<file path="src/deq_pkg.sv">
package deq_pkg;

   localparam int unsigned WORD_WIDTH   = 32;
   localparam int unsigned KIND_WIDTH   = 3;
   localparam int unsigned COUNT_WIDTH  = 5;
   localparam int unsigned STATUS_WIDTH = 2;

   localparam logic [KIND_WIDTH-1:0] KIND_PUSH_FRONT = 3'd0;
   localparam logic [KIND_WIDTH-1:0] KIND_PUSH_BACK  = 3'd1;
   localparam logic [KIND_WIDTH-1:0] KIND_POP_FRONT  = 3'd2;
   localparam logic [KIND_WIDTH-1:0] KIND_POP_BACK   = 3'd3;
   localparam logic [KIND_WIDTH-1:0] KIND_PEEK       = 3'd4;

   localparam logic [STATUS_WIDTH-1:0] STATUS_OK    = 2'd0;
   localparam logic [STATUS_WIDTH-1:0] STATUS_FULL  = 2'd1;
   localparam logic [STATUS_WIDTH-1:0] STATUS_EMPTY = 2'd2;

   // Front and back words read as minus one when nothing is held.
   localparam logic signed [WORD_WIDTH-1:0] NONE_WORD = -32'sd1;

   typedef struct packed {
      logic [KIND_WIDTH-1:0]        kind;
      logic signed [WORD_WIDTH-1:0] value;
   } req_payload_type;

   typedef struct packed {
      logic signed [WORD_WIDTH-1:0] front_value;
      logic signed [WORD_WIDTH-1:0] back_value;
      logic [COUNT_WIDTH-1:0]       entry_count;
      logic                         is_empty;
      logic [STATUS_WIDTH-1:0]      status;
   } rsp_payload_type;

endpackage

</file>
<file path="src/deq_channels.sv">
interface deq_req_if
   import deq_pkg::*;
();
   logic            valid;
   logic            ready;
   req_payload_type data;

   modport source (output valid, output data, input ready);
   modport sink (input valid, input data, output ready);
endinterface

interface deq_rsp_if
   import deq_pkg::*;
();
   logic            valid;
   logic            ready;
   rsp_payload_type data;

   modport source (output valid, output data, input ready);
   modport sink (input valid, input data, output ready);
endinterface

</file>
<file path="src/double_ended_queue_core.sv">
// Channel    Direction  Handshake          Payload
// req_chan   in         valid / ready      kind, value
// rsp_chan   out        valid / ready      front_value, back_value, entry_count,
//                                          is_empty, status
//
// Pushes, peeks, ignored pops and a pop of the last word load the result register
// at the request transfer, so the result is offered on the next cycle. A pop that
// leaves one or more words first reads the new end word from the ring store, which
// holds the request side off in the read state until the result register is loaded.
// The result register lets a new request in while the last result is taken in the
// same cycle. Reset is synchronous and empties the queue; the ring store itself is
// not cleared.
module double_ended_queue_core
   import deq_pkg::*;
#(
   parameter int unsigned DEPTH = 16
) (
   input  logic        clock,
   input  logic        reset,
   deq_req_if.sink     req_chan,
   deq_rsp_if.source   rsp_chan
);

   localparam int unsigned IW = (DEPTH > 1) ? $clog2(DEPTH) : 1;
   localparam int unsigned CW = $clog2(DEPTH + 1);
   localparam logic [IW-1:0] LAST_SLOT = IW'(DEPTH - 1);
   localparam logic [CW-1:0] FULL_COUNT = CW'(DEPTH);

   typedef enum logic [1:0] {
      ST_IDLE = 2'b01,
      ST_READ = 2'b10
   } state_type;

   state_type state_ff, state_in;

   logic [IW-1:0]                front_idx_ff, front_idx_in;
   logic [IW-1:0]                back_idx_ff, back_idx_in;
   logic [CW-1:0]                count_ff, count_in;
   logic signed [WORD_WIDTH-1:0] front_word_ff, front_word_in;
   logic signed [WORD_WIDTH-1:0] back_word_ff, back_word_in;
   logic                         from_front_ff, from_front_in;

   logic                         rsp_valid_ff, rsp_valid_in;
   rsp_payload_type              rsp_data_ff, rsp_data_in;

   logic signed [WORD_WIDTH-1:0] ring_store [DEPTH];
   logic                         wr_en;
   logic [IW-1:0]                wr_addr;
   logic signed [WORD_WIDTH-1:0] wr_data;
   logic                         rd_en;
   logic [IW-1:0]                rd_addr;
   logic signed [WORD_WIDTH-1:0] rd_data_ff;

   logic                         rsp_free;
   logic                         accept;
   logic                         load_rsp;
   logic [STATUS_WIDTH-1:0]      status;
   logic [CW+COUNT_WIDTH-1:0]    count_ext;
   logic [IW-1:0]                front_next, front_prev, back_next, back_prev;

   assign rsp_free = !rsp_valid_ff || rsp_chan.ready;
   assign req_chan.ready = (state_ff == ST_IDLE) && rsp_free;
   assign accept = req_chan.valid && req_chan.ready;

   assign front_next = (front_idx_ff == LAST_SLOT) ? '0 : front_idx_ff + 1'b1;
   assign front_prev = (front_idx_ff == '0) ? LAST_SLOT : front_idx_ff - 1'b1;
   assign back_next  = (back_idx_ff == LAST_SLOT) ? '0 : back_idx_ff + 1'b1;
   assign back_prev  = (back_idx_ff == '0) ? LAST_SLOT : back_idx_ff - 1'b1;

   always_comb begin
      state_in      = state_ff;
      front_idx_in  = front_idx_ff;
      back_idx_in   = back_idx_ff;
      count_in      = count_ff;
      front_word_in = front_word_ff;
      back_word_in  = back_word_ff;
      from_front_in = from_front_ff;
      wr_en         = 1'b0;
      wr_addr       = front_idx_ff;
      wr_data       = req_chan.data.value;
      rd_en         = 1'b0;
      rd_addr       = front_next;
      load_rsp      = 1'b0;
      status        = STATUS_OK;

      case (state_ff)
         ST_IDLE: begin
            if (accept) begin
               load_rsp = 1'b1;
               case (req_chan.data.kind)
                  KIND_PUSH_FRONT, KIND_PUSH_BACK: begin
                     if (count_ff == FULL_COUNT) begin
                        status = STATUS_FULL;
                     end else if (count_ff == '0) begin
                        wr_en         = 1'b1;
                        back_idx_in   = front_idx_ff;
                        count_in      = CW'(1);
                        front_word_in = req_chan.data.value;
                        back_word_in  = req_chan.data.value;
                     end else if (req_chan.data.kind == KIND_PUSH_FRONT) begin
                        wr_en         = 1'b1;
                        wr_addr       = front_prev;
                        front_idx_in  = front_prev;
                        count_in      = count_ff + 1'b1;
                        front_word_in = req_chan.data.value;
                     end else begin
                        wr_en        = 1'b1;
                        wr_addr      = back_next;
                        back_idx_in  = back_next;
                        count_in     = count_ff + 1'b1;
                        back_word_in = req_chan.data.value;
                     end
                  end
                  KIND_POP_FRONT, KIND_POP_BACK: begin
                     if (count_ff == '0) begin
                        status = STATUS_EMPTY;
                     end else if (count_ff == CW'(1)) begin
                        count_in = '0;
                     end else begin
                        // The new end word comes from the ring store next cycle.
                        load_rsp = 1'b0;
                        rd_en    = 1'b1;
                        count_in = count_ff - 1'b1;
                        state_in = ST_READ;
                        if (req_chan.data.kind == KIND_POP_FRONT) begin
                           front_idx_in  = front_next;
                           rd_addr       = front_next;
                           from_front_in = 1'b1;
                        end else begin
                           back_idx_in   = back_prev;
                           rd_addr       = back_prev;
                           from_front_in = 1'b0;
                        end
                     end
                  end
                  default: begin
                     status = STATUS_OK;
                  end
               endcase
            end
         end
         ST_READ: begin
            if (rsp_free) begin
               load_rsp = 1'b1;
               state_in = ST_IDLE;
               if (from_front_ff) begin
                  front_word_in = rd_data_ff;
               end else begin
                  back_word_in = rd_data_ff;
               end
            end
         end
         default: begin
            state_in = ST_IDLE;
         end
      endcase
   end

   assign count_ext = {{COUNT_WIDTH{1'b0}}, count_in};

   always_comb begin
      rsp_data_in             = rsp_data_ff;
      rsp_valid_in            = rsp_valid_ff && !rsp_chan.ready;
      if (load_rsp) begin
         rsp_valid_in            = 1'b1;
         rsp_data_in.front_value = (count_in == '0) ? NONE_WORD : front_word_in;
         rsp_data_in.back_value  = (count_in == '0) ? NONE_WORD : back_word_in;
         rsp_data_in.entry_count = count_ext[COUNT_WIDTH-1:0];
         rsp_data_in.is_empty    = (count_in == '0);
         rsp_data_in.status      = status;
      end
   end

   always_ff @(posedge clock) begin
      if (reset) begin
         state_ff     <= ST_IDLE;
         front_idx_ff <= '0;
         back_idx_ff  <= '0;
         count_ff     <= '0;
         rsp_valid_ff <= 1'b0;
      end else begin
         state_ff     <= state_in;
         front_idx_ff <= front_idx_in;
         back_idx_ff  <= back_idx_in;
         count_ff     <= count_in;
         rsp_valid_ff <= rsp_valid_in;
      end
   end

   always_ff @(posedge clock) begin
      front_word_ff <= front_word_in;
      back_word_ff  <= back_word_in;
      from_front_ff <= from_front_in;
      rsp_data_ff   <= rsp_data_in;
   end

   always_ff @(posedge clock) begin
      if (wr_en) begin
         ring_store[wr_addr] <= wr_data;
      end
      if (rd_en) begin
         rd_data_ff <= ring_store[rd_addr];
      end
   end

   assign rsp_chan.valid = rsp_valid_ff;
   assign rsp_chan.data  = rsp_data_ff;

endmodule
</file>
<file path="src/flat_wrapper.sv">
// flat-port wrapper written by rule: the top's interface ports become plain ports
module double_ended_queue_core_flat import deq_pkg::*;
#(
   parameter int unsigned DEPTH = 16
)
  (clock, reset, req_chan_valid, req_chan_data, req_chan_ready, rsp_chan_valid, rsp_chan_data, rsp_chan_ready);
  deq_req_if req_chan_i ();
  deq_rsp_if rsp_chan_i ();
  input  logic clock;
  input  logic reset;
  input wire logic [$bits(req_chan_i.valid)-1:0] req_chan_valid;
  input wire logic [$bits(req_chan_i.data)-1:0] req_chan_data;
  output wire logic [$bits(req_chan_i.ready)-1:0] req_chan_ready;
  output wire logic [$bits(rsp_chan_i.valid)-1:0] rsp_chan_valid;
  output wire logic [$bits(rsp_chan_i.data)-1:0] rsp_chan_data;
  input wire logic [$bits(rsp_chan_i.ready)-1:0] rsp_chan_ready;
  assign req_chan_i.valid = req_chan_valid;
  assign req_chan_i.data = req_chan_data;
  assign req_chan_ready = req_chan_i.ready;
  assign rsp_chan_valid = rsp_chan_i.valid;
  assign rsp_chan_data = rsp_chan_i.data;
  assign rsp_chan_i.ready = rsp_chan_ready;
  double_ended_queue_core #(.DEPTH(DEPTH)) u_core (.clock(clock), .reset(reset), .req_chan(req_chan_i), .rsp_chan(rsp_chan_i));
endmodule
</file>
<file path="config.mk">
export PLATFORM = sky130hd
export DESIGN_NAME = double_ended_queue_core_flat
export DESIGN_NICKNAME = d
export VERILOG_FILES = /design/src/deq_pkg.sv /design/src/deq_channels.sv /design/src/double_ended_queue_core.sv /design/src/flat_wrapper.sv
export SDC_FILE = /design/constraint.sdc
export NUM_CORES = 1
export LEC_CHECK = 0
export BUFFER_PORTS_ARGS = -buffer_cell sky130_fd_sc_hd__buf_2
export CORE_ASPECT_RATIO = 1.4
export CORE_MARGIN = 2
export CORE_UTILIZATION = 27
export CTS_BUF_LIST = sky130_fd_sc_hd__clkbuf_8
export DETAILED_ROUTE_END_ITERATION = 7
export PLACE_DENSITY = 0.44
export SKIP_LAST_GASP = 1
export SLEW_MARGIN = 25
export SYNTH_ARGS = -nofsm -noshare
export SYNTH_HDL_FRONTEND = slang
export SYNTH_SLANG_ARGS = --single-unit
export TNS_END_PERCENT = 10
</file>
<file path="constraint.sdc">
create_clock -name clock -period 5.98 [get_ports clock]
set_clock_uncertainty 0.1 [all_clocks]
set_input_delay 0.897 -clock clock [delete_from_list [all_inputs] [get_ports clock]]
set_output_delay 0.897 -clock clock [all_outputs]
set_load 0.02 [all_outputs]
</file>
==> results of run 1 <==
==> power by group through the flow <==
stage | Combinational (mW) | Sequential (mW) | Clock [mW]
floorplan | 0.512 | 5.75 | 0
detailed placement | 0.845 | 5.72 | 0
finish | 0.840 | 5.62 | 3.83
global placement | 0.819 | 5.71 | 0
CTS | 0.849 | 5.62 | 3.96
global route | 0.930 | 5.64 | 4.13
==> worst paths after layout <==
check,endpoint,cells after the start,slack [ns],start
worst max-delay path,u_core.rd_data_ff[22],11,1.52,u_core.count_ff[0]
worst max register to register,u_core.rd_data_ff[22],11,1.52,u_core.count_ff[0]
worst min-delay path,u_core.front_idx_ff[1],2,0.40,reset
worst min register to register,u_core.back_word_ff[7],2,0.41,u_core.back_word_ff[7]
==> cell type report <==
cell class	count	area (sq um)	area share, %
Inverter	111	417	1.24
Clock inverter	80	448	1.34
Clock buffer	113	1560	4.64
Antenna cell	2	5.00	0.0149
Timing Repair Buffer	174	1170	3.49
Tap cell	1440	1800	5.38
Multi-Input combinational cell	1125	7970	23.8
Sequential cell	697	20100	60.1
==> state kept, by name (all words and copies together) (netlist names) <==
name and cells:
u_core.count_ff 5, u_core.from_front_ff 1, u_core.front_word_ff 32, u_core.front_idx_ff 4, u_core.back_word_ff 32, u_core.rd_data_ff 32
u_core.state_ff 2, u_core.rsp_chan.valid 1, u_core.rsp_chan.data 72, u_core.ring_store 512, u_core.back_idx_ff 4
==> layout by cell type (no fill, tap or decap), types with 6 or more instances in the layout <==
master | netlist | routed
sky130_fd_sc_hd__clkbuf_8 | 0 | 113
sky130_fd_sc_hd__o221ai_1 | 12 | 12
sky130_fd_sc_hd__a222oi_1 | 64 | 64
sky130_fd_sc_hd__o21ai_0 | 48 | 48
sky130_fd_sc_hd__a21oi_1 | 30 | 28
sky130_fd_sc_hd__nor2_1 | 50 | 32
sky130_fd_sc_hd__a32o_1 | 15 | 15
sky130_fd_sc_hd__or4_1 | 21 | 20
sky130_fd_sc_hd__dfxtp_1 | 80 | 80
sky130_fd_sc_hd__inv_1 | 111 | 146
sky130_fd_sc_hd__o22ai_1 | 14 | 14
sky130_fd_sc_hd__clkinv_1 | 0 | 24
sky130_fd_sc_hd__a211oi_1 | 68 | 68
sky130_fd_sc_hd__ha_1 | 10 | 8
sky130_fd_sc_hd__nand2_1 | 291 | 290
sky130_fd_sc_hd__clkinv_2 | 0 | 12
sky130_fd_sc_hd__a211oi_2 | 15 | 15
sky130_fd_sc_hd__o211ai_1 | 44 | 44
sky130_fd_sc_hd__buf_4 | 4 | 53
sky130_fd_sc_hd__nand3_1 | 9 | 9
sky130_fd_sc_hd__a311oi_1 | 81 | 81
sky130_fd_sc_hd__buf_2 | 59 | 112
sky130_fd_sc_hd__nor2_4 | 0 | 18
sky130_fd_sc_hd__nor2b_1 | 71 | 71
sky130_fd_sc_hd__mux2_2 | 104 | 104
sky130_fd_sc_hd__o31ai_1 | 6 | 6
sky130_fd_sc_hd__edfxtp_1 | 617 | 617
sky130_fd_sc_hd__nor3b_1 | 80 | 80
sky130_fd_sc_hd__mux2i_1 | 15 | 14
==> layer usage <==
metal,track usage [%],vias to the layer above
met3,2.29,138
li1,-,8305
met4,5.83,4
met2,28.8,567
met5,0,-
met1,19.1,9563
==> through the flow <==
| stage | util, % | total power [mW] | hold slack, ns |
|---|---|---|---|
| finish | 31.4 | 10.3 | 0.404 |
| global route | 31.4 | 10.7 | 0.386 |
| CTS | 31.4 | 10.4 | 0.320 |
| detailed placement | 29.5 | 6.57 | 0.393 |
| global placement | 29.4 | 6.53 | 0.383 |
| floorplan | - | 6.26 | 0.365 |
==> cells by family after synthesis <==
kind of cell    after synthesis
buf+inv                     267
simple gates                556
xor+xnor                      6
flops                       697
mux                         119
fa+ha+maj                    10
compound gates              434
==> insert_results.sql, run 1 <==
INSERT INTO impl_metrics (metric_group, metric, value, unit) VALUES
('outcome', 'outcome', 'complete, but fails checks', ''),
('outcome', 'violated_checks', 'DRC', ''),
('sta', 'timing.final.max_slew_violations', '0', ''),
('power_and_ir_drop', 'switching_share', '24.6', '%'),
('critical_path', 'cp-start-kind', 'register', ''),
('synth', 'synth_largest_type_area_fraction', '63.9', '%'),
('synth', 'synth_most_common_cell', 'sky130_fd_sc_hd__edfxtp_1', ''),
('critical_path', 'timing.critical_path.max_delay_family', 'simple AND/OR/NAND/NOR gates', ''),
('clock_network', 'tritoncts', 'yes', ''),
('routing', 'postRouteAntennaNets', '0', ''),
('routing', 'drt-initial-drc-count', '1658', ''),
('synth', 'sequential_cell_area_fraction_in_the_yosys_report', '69.4', '%'),
('power_and_ir_drop', 'power_frac_seq', '54.6', '%'),
('floorplan', 'fp.dieH', '392', 'microns'),
('synth', 'synth_top_flop_cell', 'sky130_fd_sc_hd__edfxtp_1', ''),
('critical_path', 'critical_path.most_common_cell', 'sky130_fd_sc_hd__buf_4', ''),
('synth', 'syn_area_per_cell', '13.9', 'sq um'),
('layout', 'area.growth.synth_to_final', '15.5', '%'),
('power_and_ir_drop', 'clock_power_share', '37.2', '%'),
('synth', 'yosys-mux-area-fraction', '4.56', '%'),
('sta', 'slew_headroom', '33.3', '%'),
('clock_network', 'cts.root.buffer_cell', 'sky130_fd_sc_hd__clkbuf_8', ''),
('synth', 'synth-seq-cells', '697', ''),
('synth', 'asyncSetResetFlopFracSynth', '0', '%'),
('global_route', 'grt.total_usage', '15.9', '%'),
('flow_run', 'cap_viol_max_count', '0', ''),
('sta', 'rsz_0062_raised_after_global_routing', 'false', ''),
('routing', 'top_layer_used', 'met5', ''),
('layout', 'post-route-cell-area', '0.0335', 'sq mm'),
('synth', 'synth_top_area_cell', 'sky130_fd_sc_hd__edfxtp_1', ''),
('synth', 'synth_nets', '2138', ''),
('hold_path', 'worst_min_delay_path_category', 'in2reg', ''),
('routing', 'met3WireLength', '3.93', 'mm'),
('synth', 'synthAdderAreaFrac', '0.431', '%'),
('synth', 'syn-instance-count', '2089', ''),
('clock_network', 'clkSlewWorstSetupHoldPaths', '0.07', 'ns'),
('global_route', 'grt_pass1_vias', '19100', ''),
('floorplan', 'num_rows', '142', ''),
('synth', 'xor_xnor_fraction_of_synth_area', '0.181', '%'),
('clock_network', 'cts.path.max_buffers', '3', ''),
('clock_network', 'cts_buffers', '105', ''),
('place', 'placed_cells', '3547', ''),
('power_and_ir_drop', 'net_switching_power', '2.53', 'mW'),
('routing', 'detail_route.wl_per_cell', '23.6', 'microns'),
('place', 'placed_cell_area', '0.0315', 'sq mm'),
('clock_network', 'clock_tree.htree_level_count', '3', ''),
('place', 'placement.io_buffers', '112', ''),
('global_route', 'grt_start_max_net_pins', '74', ''),
('power_and_ir_drop', 'total_leakage_power', '11.2', 'nW'),
('synth', 'yosys-top-cells-count', 'sky130_fd_sc_hd__edfxtp_1, sky130_fd_sc_hd__nand2_1, sky130_fd_sc_hd__inv_1, sky130_fd_sc_hd__mux2_2, sky130_fd_sc_hd__clkbuf_1', ''),
('global_route', 'grt_antenna_before_repair', '13', ''),
('floorplan', 'io_pins', '113', ''),
('global_route', 'grt_overflow_total', '0', ''),
('routing', 'post-route-drc-count', '1', ''),
('clock_network', 'cts.hold.buffers_added', '0', ''),
('power_and_ir_drop', 'internal-power', '7.77', 'mW'),
('global_route', 'grt_first_pass_wirelength', '129', 'mm'),
('clock_network', 'cts_setup_buffers', '0', ''),
('critical_path', 'critical_path_required', '6.39', 'ns'),
('layout', 'final.fill_count', '10600', ''),
('power_and_ir_drop', 'power.density_cell_area', '307', 'mW/mm^2'),
('floorplan', 'start_util', '27.2', '%'),
('layout', 'drive_gt1_share', '20.5', '%'),
('clock_network', 'worst_skew_pair.late_latency', '0.76', 'ns'),
('power_and_ir_drop', 'p_comb_share', '8.2', '%'),
('routing', 'dr_total_vias', '18600', ''),
('routing', 'sum_of_met2_wire_segment_lengths_after_detailed_routing', '45.9', 'mm'),
('critical_path', 'cp.arrival', '4.87', 'ns'),
('critical_path', 'path_max_fanout', '44', ''),
('floorplan', 'design.core.area', '0.107', 'sq mm'),
('critical_path', 'crit_slowest_cell', 'sky130_fd_sc_hd__nor3_4', '');
No activity file was read; power rests on OpenSTA's default activity.
==> run 2, diff against run 1 <==
clock period = 3.65 ns   (was 5.98 ns; I/O delays follow)
==> insert_results.sql, run 2 (synthesis results as in run 1) <==
INSERT INTO impl_metrics (metric_group, metric, value, unit) VALUES
('outcome', 'outcome', 'completed', ''),
('sta', 'whs', '0.0799', 'ns'),
('global_route', 'grt_antenna_before_repair', '17', ''),
('place', 'gpl.final_weighted_congestion', '0.819', ''),
('layout', 'largest_register_ffs', '512', ''),
('layout', 'finish.net_count', '2323', ''),
('layout', 'drive_gt1_share', '22.3', '%'),
('routing', 'routed_via_density', '4.91', ''),
('floorplan', 'design.core.area', '0.107', 'sq mm'),
('clock_network', 'cts.path.max_buffers', '3', ''),
('clock_network', 'cts_setup_buffers', '0', ''),
('clock_network', 'tritoncts', 'yes', ''),
('sta', 'timing.final.hold_violations', '0', ''),
('sta', 'fmaxAchievable', '285', 'MHz'),
('critical_path', 'path_max_fanout', '14', ''),
('power_and_ir_drop', 'max-vdd-ir-drop', '228', 'uV'),
('critical_path', 'criticalPathCategory', 'reg2reg', ''),
('global_route', 'grt_pass1_vias', '19100', ''),
('routing', 'dr_total_vias', '18700', ''),
('power_and_ir_drop', 'total_leakage_power', '11.5', 'nW'),
('critical_path', 'cp-start-kind', 'register', ''),
('flow_run', 'cap_viol_max_count', '0', ''),
('layout', 'area.growth.synth_to_final', '18.7', '%'),
('layout', 'final.fill_count', '10600', ''),
('floorplan', 'fp.dieH', '392', 'microns'),
('floorplan', 'die-width', '281', 'microns'),
('clock_network', 'cts_buffers', '105', ''),
('global_route', 'gr-usage-met3', '2.46', '%'),
('place', 'placed_cell_area', '0.0323', 'sq mm'),
('routing', 'drt-initial-drc-count', '1327', ''),
('sta', 'setup_viol', '0', ''),
('power_and_ir_drop', 'p_total', '17.0', 'mW'),
('power_and_ir_drop', 'power.density_cell_area', '493', 'mW/mm^2'),
('place', 'detailedPlacementHpwl', '54.3', 'mm'),
('sta', 'final.setup.worst_slack', '0.147', 'ns'),
('critical_path', 'critical_path_required', '4.04', 'ns'),
('place', 'placement.io_buffers', '112', ''),
('layout', 'regMostFlops', 'u_core.ring_store', ''),
('clock_network', 'clkSlewWorstSetupHoldPaths', '0.07', 'ns'),
('floorplan', 'io_pins', '113', ''),
('critical_path', 'cp.arrival', '3.89', 'ns'),
('place', 'worst_setup_slack_before_clock_tree_synthesis', '0.105', 'ns'),
('layout', 'post-route-cell-area', '0.0344', 'sq mm'),
('global_route', 'grt_first_pass_wirelength', '130', 'mm'),
('critical_path', 'timing.critical_path.to_type', 'register', ''),
('hold_path', 'worst_min_delay_path_category', 'in2reg', ''),
('sta', 'rsz_0062_raised_after_global_routing', 'false', ''),
('floorplan', 'fp.dieArea', '0.110', 'sq mm'),
('clock_network', 'cts.root.buffer_cell', 'sky130_fd_sc_hd__clkbuf_8', ''),
('global_route', 'grt_busiest_layer', 'met2', ''),
('layout', 'final_common_cell', 'sky130_fd_sc_hd__edfxtp_1', ''),
('routing', 'post-route-drc-count', '0', ''),
('routing', 'drt-pass1-iter-count', '6', ''),
('clock_network', 'cts.sink_count', '697', ''),
('sta', 'max_slew.worst_pin.slew', '0.857', 'ns'),
('clock_network', 'clock_tree.htree_level_count', '3', ''),
('routing', 'postRouteAntennaNets', '0', ''),
('sta', 'finalWorstPathRequiredPeriod', '3.50', 'ns'),
('routing', 'detail_route.wl_per_cell', '23.4', 'microns'),
('floorplan', 'num_rows', '142', ''),
('global_route', 'grt_start_max_net_pins', '74', ''),
('sta', 'timing.final.max_slew_violations', '0', ''),
('floorplan', 'start_util', '27.2', '%'),
('global_route', 'grt.total_usage', '16.1', '%'),
('global_route', 'grtUsageMet1', '19.3', '%'),
('clock_network', 'worst_skew_pair.late_latency', '0.77', 'ns'),
('layout', 'layout_common_cells', 'sky130_fd_sc_hd__edfxtp_1, sky130_fd_sc_hd__nand2_1, sky130_fd_sc_hd__inv_1', ''),
('global_route', 'grt_overflow_total', '0', ''),
('routing', 'postRouteWirelength', '89.1', 'mm'),
('global_route', 'use_met2', '29.3', '%'),
('sta', 'slew_headroom', '42.8', '%'),
('sta', 'layout_worst_path_cycle_share', '96.0', '%'),
('layout', 'utilization', '32.2', '%');
run 2: changes by cell type in the layout (fill, tap and decap cells not counted), moves of 9 or more:
cell                            previous run  this run
sky130_fd_sc_hd__buf_12                    5        44
sky130_fd_sc_hd__inv_1                   146       137
sky130_fd_sc_hd__dlygate4sd3_1             0        11
sky130_fd_sc_hd__buf_4                    53        67
run 2: worst paths after layout:
| check | startpoint | cells past startpoint | to | slack (ns) |
|---|---|---|---|---|
| max | u_core.count_ff[0] | 9 | u_core.rd_data_ff[28] | 0.15 |
| max reg2reg | u_core.count_ff[0] | 9 | u_core.rd_data_ff[28] | 0.15 |
| min reg2reg | u_core.back_word_ff[9] | 2 | u_core.back_word_ff[9] | 0.41 |
| min | req_chan_data[3] | 1 | u_core.ring_store[7][3] | 0.08 |
run 2: stage by stage:
stage / instances / setup TNS (ns)
floorplan: 2089 / -47.47
CTS: 3801 / 0
global route: 3805 / 0
finish: 3809 / 0
global placement: 3596 / 0
detailed placement: 3596 / 0
run 2: layout make-up:
cell class / count / area (sq um) / area share, %
timing repair buffer: 234 / 2050 / 5.97
inverter: 111 / 417 / 1.21
sequential: 697 / 20100 / 58.5
tap: 1440 / 1800 / 5.24
multi-input combinational: 1125 / 7960 / 23.1
clock buffer: 109 / 1500 / 4.36
clock inverter: 85 / 531 / 1.54
antenna: 8 / 20.0 / 0.0582
run 2: routing by layer:
layer	vias up	share of wire, %	wire length, microns
met4	2	2.4	2100
met2	502	53	46900
met1	9633	41	36300
li1	8438	-	-
met5	-	0.0079	7
met3	139	4.2	3780
run 2: repair_timing:
action                                 in CTS  in global routing
setup endpoints to repair                   0                  0
resized for setup                           0                  0
hold buffers                               11                  0
endpoints found under the hold margin     110                  0
run 2: report_power, final:
| group | switching (mW) | leakage, nW | internal [mW] |
|---|---|---|---|
| logic | 0.840 | 4.25 | 0.566 |
| registers | 0.159 | 6.15 | 9.05 |
| clock network | 3.15 | 1.14 | 3.21 |
run 2: worst max-delay path: stages, from the launching register on:
cell,delay (ns)
sky130_fd_sc_hd__dfxtp_1,0.47
sky130_fd_sc_hd__inv_1,0.10
sky130_fd_sc_hd__ha_1,0.22
sky130_fd_sc_hd__or2_1,0.26
sky130_fd_sc_hd__a21oi_4,0.28
sky130_fd_sc_hd__a21oi_1,0.22
sky130_fd_sc_hd__nor2_4,0.54
sky130_fd_sc_hd__buf_4,0.33
sky130_fd_sc_hd__a311oi_1,0.11
sky130_fd_sc_hd__or4_1,0.60
